`src/design/ipt_pkg.sv`:
```
// Shared types, codes and constants for the interpolated potential table lookup.
package ipt_pkg;

   localparam int MAX_KINDS_DEF        = 4;
   localparam int TABLE_DEPTH_DEF      = 512;
   localparam int VALUE_WIDTH_DEF      = 32;
   localparam int RADIUS_FRAC_BITS_DEF = 16;

   localparam int KIND_W      = 2;
   localparam int RADIUS_W    = 24;
   localparam int ENTRY_IDX_W = 9;
   localparam int CUTOFF_W    = 24;
   localparam int STEP_W      = 32;
   localparam int LEN_W       = 10;
   localparam int KCOUNT_W    = 3;
   localparam int KC_CMP_W    = 5;
   localparam int FRAC_W      = 16;
   localparam int CSR_IDX_W   = 3;
   localparam int CSR_DATA_W  = 32;

   localparam logic [CUTOFF_W-1:0] CUTOFF_RST = '0;
   localparam logic [STEP_W-1:0]   STEP_RST   = STEP_W'(65536);
   localparam logic [LEN_W-1:0]    LEN_RST    = LEN_W'(512);
   localparam logic [KCOUNT_W-1:0] KCOUNT_RST = KCOUNT_W'(4);

   typedef enum logic {
      OP_WRITE  = 1'b0,
      OP_LOOKUP = 1'b1
   } op_type;

   typedef enum logic {
      MODE_PER_KIND = 1'b0,
      MODE_PER_PAIR = 1'b1
   } mode_type;

   typedef enum logic [1:0] {
      STATUS_OK      = 2'd0,
      STATUS_RANGE   = 2'd1,
      STATUS_BAD_SEL = 2'd2
   } status_type;

   typedef enum logic [CSR_IDX_W-1:0] {
      CSR_CUTOFF = 3'd0,
      CSR_STEP   = 3'd1,
      CSR_LENGTH = 3'd2,
      CSR_KCOUNT = 3'd3,
      CSR_MODE   = 3'd4
   } csr_reg_type;

   typedef struct packed {
      logic       live;
      status_type status;
   } ctl_type;

endpackage

```
`src/design/ipt_interp.sv`:
```
// Interpolation datapath: difference, partial products, rounding and output register.
module ipt_interp #(
   parameter int VALUE_WIDTH = ipt_pkg::VALUE_WIDTH_DEF
) (
   input  logic                                clock,
   input  logic                                reset,
   input  logic                                advance,
   input  ipt_pkg::ctl_type                    in_ctl,
   input  logic signed [VALUE_WIDTH-1:0]       in_bef,
   input  logic signed [VALUE_WIDTH-1:0]       in_aft,
   input  logic [ipt_pkg::FRAC_W-1:0]          in_frac,
   output ipt_pkg::ctl_type                    out_ctl,
   output logic signed [VALUE_WIDTH-1:0]       out_value
);
   localparam int HI_W = (VALUE_WIDTH > 16) ? VALUE_WIDTH - 16 : 1;
   localparam int LO_PROD_W = 2 * ipt_pkg::FRAC_W;

   ipt_pkg::ctl_type                   s4_ctl_ff, s5_ctl_ff, out_ctl_ff;
   logic [VALUE_WIDTH-1:0]             s4_mag_ff;
   logic                               s4_rise_ff, s5_rise_ff;
   logic signed [VALUE_WIDTH-1:0]      s4_bef_ff, s5_bef_ff;
   logic [ipt_pkg::FRAC_W-1:0]         s4_frac_ff;
   logic [VALUE_WIDTH-1:0]             s5_hi_prod_ff;
   logic [LO_PROD_W-1:0]               s5_lo_prod_ff;
   logic signed [VALUE_WIDTH-1:0]      out_value_ff;

   logic                               rise_in;
   logic [VALUE_WIDTH-1:0]             mag_in;
   logic [HI_W-1:0]                    mag_hi;
   logic [HI_W+15:0]                   hi_full;
   logic [VALUE_WIDTH-1:0]             hi_prod_in;
   logic [LO_PROD_W-1:0]               lo_prod_in;
   logic [ipt_pkg::FRAC_W-1:0]         rnd;
   logic [LO_PROD_W:0]                 lo_sum;
   logic [VALUE_WIDTH:0]               delta;
   logic signed [VALUE_WIDTH-1:0]      res;
   logic signed [VALUE_WIDTH-1:0]      out_value_in;

   always_comb begin
      rise_in = (in_aft >= in_bef);
      mag_in  = rise_in ? VALUE_WIDTH'(in_aft - in_bef) : VALUE_WIDTH'(in_bef - in_aft);
   end

   always_comb begin
      mag_hi     = HI_W'(s4_mag_ff >> 16);
      hi_full    = (HI_W+16)'(mag_hi) * (HI_W+16)'(s4_frac_ff);
      hi_prod_in = VALUE_WIDTH'(hi_full);
      lo_prod_in = LO_PROD_W'(s4_mag_ff[15:0]) * LO_PROD_W'(s4_frac_ff);
   end

   always_comb begin
      rnd    = s5_rise_ff ? 16'h8000 : 16'h7FFF;
      lo_sum = (LO_PROD_W+1)'(s5_lo_prod_ff) + (LO_PROD_W+1)'(rnd);
      delta  = (VALUE_WIDTH+1)'(s5_hi_prod_ff) + (VALUE_WIDTH+1)'(lo_sum[LO_PROD_W:16]);
      if (s5_rise_ff) begin
         res = s5_bef_ff + $signed(delta[VALUE_WIDTH-1:0]);
      end else begin
         res = s5_bef_ff - $signed(delta[VALUE_WIDTH-1:0]);
      end
      out_value_in = (s5_ctl_ff.status == ipt_pkg::STATUS_OK) ? res : '0;
   end

   always_ff @(posedge clock) begin
      if (reset) begin
         s4_ctl_ff  <= '0;
         s5_ctl_ff  <= '0;
         out_ctl_ff <= '0;
      end else if (advance) begin
         s4_ctl_ff  <= in_ctl;
         s5_ctl_ff  <= s4_ctl_ff;
         out_ctl_ff <= s5_ctl_ff;
      end
   end

   always_ff @(posedge clock) begin
      if (advance) begin
         s4_mag_ff     <= mag_in;
         s4_rise_ff    <= rise_in;
         s4_bef_ff     <= in_bef;
         s4_frac_ff    <= in_frac;
         s5_hi_prod_ff <= hi_prod_in;
         s5_lo_prod_ff <= lo_prod_in;
         s5_rise_ff    <= s4_rise_ff;
         s5_bef_ff     <= s4_bef_ff;
         out_value_ff  <= out_value_in;
      end
   end

   assign out_ctl   = out_ctl_ff;
   assign out_value = out_value_ff;

endmodule

```
`config.mk`:
```
export PLATFORM = sky130hd
export DESIGN_NAME = ipt_interp
export DESIGN_NICKNAME = d
export VERILOG_FILES = /design/src/design/ipt_pkg.sv /design/src/design/ipt_interp.sv
export SDC_FILE = /design/constraint.sdc
export NUM_CORES = 2
export LEC_CHECK = 0
export BUFFER_PORTS_ARGS = -buffer_cell sky130_fd_sc_hd__buf_2
export CAP_MARGIN = 20
export CORE_MARGIN = 2
export CORE_UTILIZATION = 33
export DETAILED_ROUTE_END_ITERATION = 8
export MAX_ROUTING_LAYER = met4
export PLACE_DENSITY_LB_ADDON = 0.2
export SETUP_SLACK_MARGIN = 0.15
export SYNTH_ARGS = -nofsm -noshare
export SYNTH_HDL_FRONTEND = slang
export SYNTH_SLANG_ARGS = --single-unit
```
`constraint.sdc`:
```
create_clock -name clock -period 9.6 [get_ports clock]
set_input_delay 1.92 -clock clock [delete_from_list [all_inputs] [get_ports clock]]
set_output_delay 1.92 -clock clock [all_outputs]
set_load 0.05 [all_outputs]
```
==> load_flow_metrics.sql <==
INSERT INTO impl_metrics (metric_group, metric, value, unit) VALUES
('run_status', 'status', 'finished, final reports clean', ''),
('critical_path', 'timing.critical_path.required', '9.95', 'ns'),
('global_routing', 'grt_start_max_net_pins', '107', ''),
('placement', 'port_buffers', '120', ''),
('critical_path', 'crit_cells', '34', ''),
('sta', 'least_margin_pin_slew', '1.136', 'ns'),
('synth', 'number_of_flops_mapped_to_enable_cells_by_yosys', '210', ''),
('sta', 'slew_viol_final', '0', ''),
('synth', 'synth_area_per_cell', '9.329', 'sq um'),
('sta', 'setup_tns', '0', 'ns'),
('drt', 'vias', '22757', ''),
('min_path', 'hold_depth', '0', ''),
('clock_network', 'cts_tree', 'yes', ''),
('floorplanning', 'fp-row-count', '112', ''),
('critical_path', 'critical_path_launch_point_type', 'flop', ''),
('drt', 'ant_nets', '0', ''),
('cells_and_area', 'fillers', '9695', ''),
('synth', 'postSynthRegisterBits', '219', ''),
('drt', 'avgRoutedWirePerCell', '17.55', 'um'),
('global_routing', 'overflow', '0', ''),
('floorplanning', 'placeableCoreArea', '93050', 'sq um'),
('clock_network', 'cts.clk_slew.worst_paths', '0.07', 'ns'),
('sta', 'hold-worst-slack', '0.4119', 'ns'),
('sta', 'report.final.hold_viol_count', '0', ''),
('floorplanning', 'floorplan.die.width', '309.8', 'um'),
('floorplanning', 'boundaryPins', '121', ''),
('synth', 'postSynth.asyncResetShare', '0', ''),
('drt', 'viasPerCell', '4.886', ''),
('critical_path', 'timing.critical_path.fanout_max', '27', ''),
('global_routing', 'gr-usage-all-layers', '0.1787', ''),
('critical_path', 'worstRegToRegCells', '34', ''),
('placement', 'place_congestion', '0.9238', ''),
('sta', 'period_needed', '8.685', 'ns'),
('synth', 'synth-warning-count', '0', ''),
('critical_path', 'critical-path-slowest-cell', 'sky130_fd_sc_hd__or4_4', ''),
('cells_and_area', 'share_of_final_layout_standard_cells_stronger_than_drive_strength_1', '0.06906', ''),
('sta', 'fin_crit_sh', '0.9047', ''),
('critical_path', 'critical_path_arrival', '9.04', 'ns'),
('synth', 'netlist_area', '30850', 'sq um'),
('floorplanning', 'chipHeight', '309.8', 'um'),
('synth', 'synthCells', '3307', ''),
('clock_network', 'ctsRootBufferMaster', 'sky130_fd_sc_hd__clkbuf_16', ''),
('synth', 'syn-num-nets', '4124', ''),
('sta', 'max_slew_margin', '0.2425', ''),
('clock_network', 'htree_levels', '1', ''),
('critical_path', 'critPathTopFamily', 'compound AO/OA/AOI/OAI gates', ''),
('clock_network', 'numClockSinks', '219', ''),
('cells_and_area', 'nets', '4199', ''),
('synth', 'dominantRegCellSynth', 'sky130_fd_sc_hd__edfxtp_1', ''),
('clock_network', 'cts-root-to-sink-buffers', '3', ''),
('critical_path', 'cp.buffers_inverters', '2', ''),
('floorplanning', 'die_area', '95950', 'sq um'),
('global_routing', 'initial_antenna_violation_count', '1', ''),
('sta', 'final.setup_skew', '0.06447', 'ns'),
('critical_path', 'slowest_delay', '0.47', 'ns'),
('run', 'max_cap_violations', '0', ''),
('floorplanning', 'initial_utilization', '0.3315', ''),
('placement', 'dp.final_hpwl', '66.86', 'mm'),
('drt', 'dr.first_iter.drc_count', '1452', ''),
('sta', 'rsz0062_at_grt', 'no', ''),
('drt', 'detail_route.drc_violations', '0', ''),
('clock_network', 'worstSkewPairLatency', '0.62', 'ns'),
('sta', 'clock.fmax', '0.1151', 'GHz'),
('synth', 'synth_cell_type_count', '71', ''),
('critical_path', 'worst-setup-path-type', 'reg -> reg', ''),
('cells_and_area', 'synthToLayoutAreaGrowth', '9.778', '%'),
('min_path', 'hp-class', 'reg -> reg', ''),
('drt', 'finalWirelength', '81.74', 'mm'),
('synth', 'synth-seq-area-share', '0.2103', ''),
('critical_path', 'timing.critical_path.to_type', 'flop', ''),
('global_routing', 'grt_pass1_vias', '23370', ''),
('critical_path', 'cpMostUsedCell', 'sky130_fd_sc_hd__a21o_1', ''),
('clock_network', 'cts-buffers-inserted', '28', ''),
('global_routing', 'grt_pass1_wl', '131.2', 'mm'),
('sta', 'setup_viol', '0', ''),
('drt', 'drtPass1Iterations', '5', '');
==> worst register-to-register path: cells and delay by family (launching register included) <==
family	cells	cell delay, ns
buffers and inverters	2	0.65
adders and majority gates	3	1.07
and+or+nand+nor	8	1.86
AOI/OAI and AO/OA	18	4.10
DFF	1	0.35
xor gates and xnor gates	3	0.45
==> state kept, by name (all words and copies together) (netlist names) <==
| register | flops |
|---|---|
| s5_lo_prod_ff | 32 |
| out_value | 32 |
| s4_rise_ff | 1 |
| s5_bef_ff | 32 |
| s5_hi_prod_ff | 32 |
| out_ctl | 3 |
| s5_ctl_ff | 3 |
| s5_rise_ff | 1 |
| s4_frac_ff | 16 |
| s4_mag_ff | 32 |
| s4_ctl_ff | 3 |
| s4_bef_ff | 32 |
==> cell type report <==
| cell class | count | area [sq um] | area share |
|---|---|---|---|
| multi-input combinational | 2410 | 21820 | 0.6443 |
| sequential | 219 | 6486 | 0.1915 |
| timing repair buffer | 167 | 960.9 | 0.02837 |
| clock buffer | 33 | 729.5 | 0.02154 |
| inverter | 556 | 2087 | 0.06162 |
| tap | 1254 | 1569 | 0.04633 |
| antenna | 1 | 2.502 | 0.00007389 |
| clock inverter | 18 | 210.2 | 0.006207 |
==> per-layer routing <==
metal | vias up | track usage | share of wire
met1 | 11383 | 0.2391 | 0.46
met3 | 74 | 0.01899 | 0.036
met5 | - | - | 0
met2 | 386 | 0.2968 | 0.48
met4 | 0 | 0.02988 | 0.015
li1 | 10914 | - | -
==> worst paths after layout <==
check                              startpoint             to  slack [ns]
worst max register to register     s5_rise_ff  out_value[30]        0.91
worst min-delay path            s4_bef_ff[18]  s5_bef_ff[18]        0.41
worst min register to register  s4_bef_ff[18]  s5_bef_ff[18]        0.41
worst max-delay path               s5_rise_ff  out_value[30]        0.91
==> kinds of logic after synthesis <==
logic type | after synthesis | share of synthesized area
AND/OR/NAND/NOR | 928 | 0.1428
adder cells (fa/ha/maj) | 731 | 0.3919
buffers and inverters | 678 | 0.08262
AO/OA/AOI/OAI | 548 | 0.1134
flip-flops | 219 | 0.2103
XOR/XNOR | 182 | 0.05212
multiplexers | 21 | 0.006935
==> synthesized netlist by cell type, types with 11 or more instances <==
cell type                  instances  area [sq um]
sky130_fd_sc_hd__o21ai_0         103         515.5
sky130_fd_sc_hd__mux2i_1          18         180.2
sky130_fd_sc_hd__clkbuf_1        116         435.4
sky130_fd_sc_hd__xor2_1           59         516.8
sky130_fd_sc_hd__a21oi_1         171         855.8
sky130_fd_sc_hd__a21o_1           79         593.1
sky130_fd_sc_hd__ha_1            339          4242
sky130_fd_sc_hd__nor2b_1          11         68.82
sky130_fd_sc_hd__fa_1            392          7848
sky130_fd_sc_hd__and3_1           22         137.6
sky130_fd_sc_hd__nor2_1          147         551.8
sky130_fd_sc_hd__edfxtp_1        210          6306
sky130_fd_sc_hd__o21a_1           24         180.2
sky130_fd_sc_hd__nand2_1         403          1513
sky130_fd_sc_hd__and2_1          190          1189
sky130_fd_sc_hd__o21bai_1         40         300.3
sky130_fd_sc_hd__nand2b_1         17         106.4
sky130_fd_sc_hd__o211ai_1         15         112.6
sky130_fd_sc_hd__a211oi_1         18         135.1
sky130_fd_sc_hd__nand3_1          26         130.1
sky130_fd_sc_hd__nand4_1          25         156.4
sky130_fd_sc_hd__a31oi_1          25         156.4
sky130_fd_sc_hd__nor3_1           37         185.2
sky130_fd_sc_hd__xnor2_1         122          1069
sky130_fd_sc_hd__inv_1           556          2087
==> stage by stage <==
stage	utilization	instances	setup WS, ns	cell area, sq um
after detailed placement	0.3537	4605	0.8642	32910
after CTS	0.3638	4656	0.8776	33850
after global placement	0.3537	4605	0.8530	32910
after floorplan	-	3307	1.929	30850
after global routing	0.3640	4658	0.2469	33870
final	0.3640	4658	0.9149	33870
==> cell usage in the layout, fill, tap and decap left out, types with 28 or more instances in the layout <==
master | netlist | layout
sky130_fd_sc_hd__and2_1 | 190 | 190
sky130_fd_sc_hd__a21o_1 | 79 | 79
sky130_fd_sc_hd__fa_1 | 392 | 392
sky130_fd_sc_hd__buf_2 | 3 | 120
sky130_fd_sc_hd__nand2_1 | 403 | 403
sky130_fd_sc_hd__xor2_1 | 59 | 59
sky130_fd_sc_hd__inv_1 | 556 | 556
sky130_fd_sc_hd__o21bai_1 | 40 | 40
sky130_fd_sc_hd__o21ai_0 | 103 | 103
sky130_fd_sc_hd__xnor2_1 | 122 | 122
sky130_fd_sc_hd__nor2_1 | 147 | 147
sky130_fd_sc_hd__nor3_1 | 37 | 37
sky130_fd_sc_hd__edfxtp_1 | 210 | 210
sky130_fd_sc_hd__buf_4 | 0 | 46
sky130_fd_sc_hd__clkbuf_16 | 0 | 28
sky130_fd_sc_hd__ha_1 | 339 | 339
sky130_fd_sc_hd__a21oi_1 | 171 | 171
==> timing repair <==
item | CTS | global route
resized for setup | 0 | 1
setup buffers | 0 | 0
setup endpoints to repair | 0 | 1
hold buffers | 0 | 0
Power is left out: the tool's default activity adds up to more than one toggle a clock period on the data nets, which glitch-free logic cannot reach.
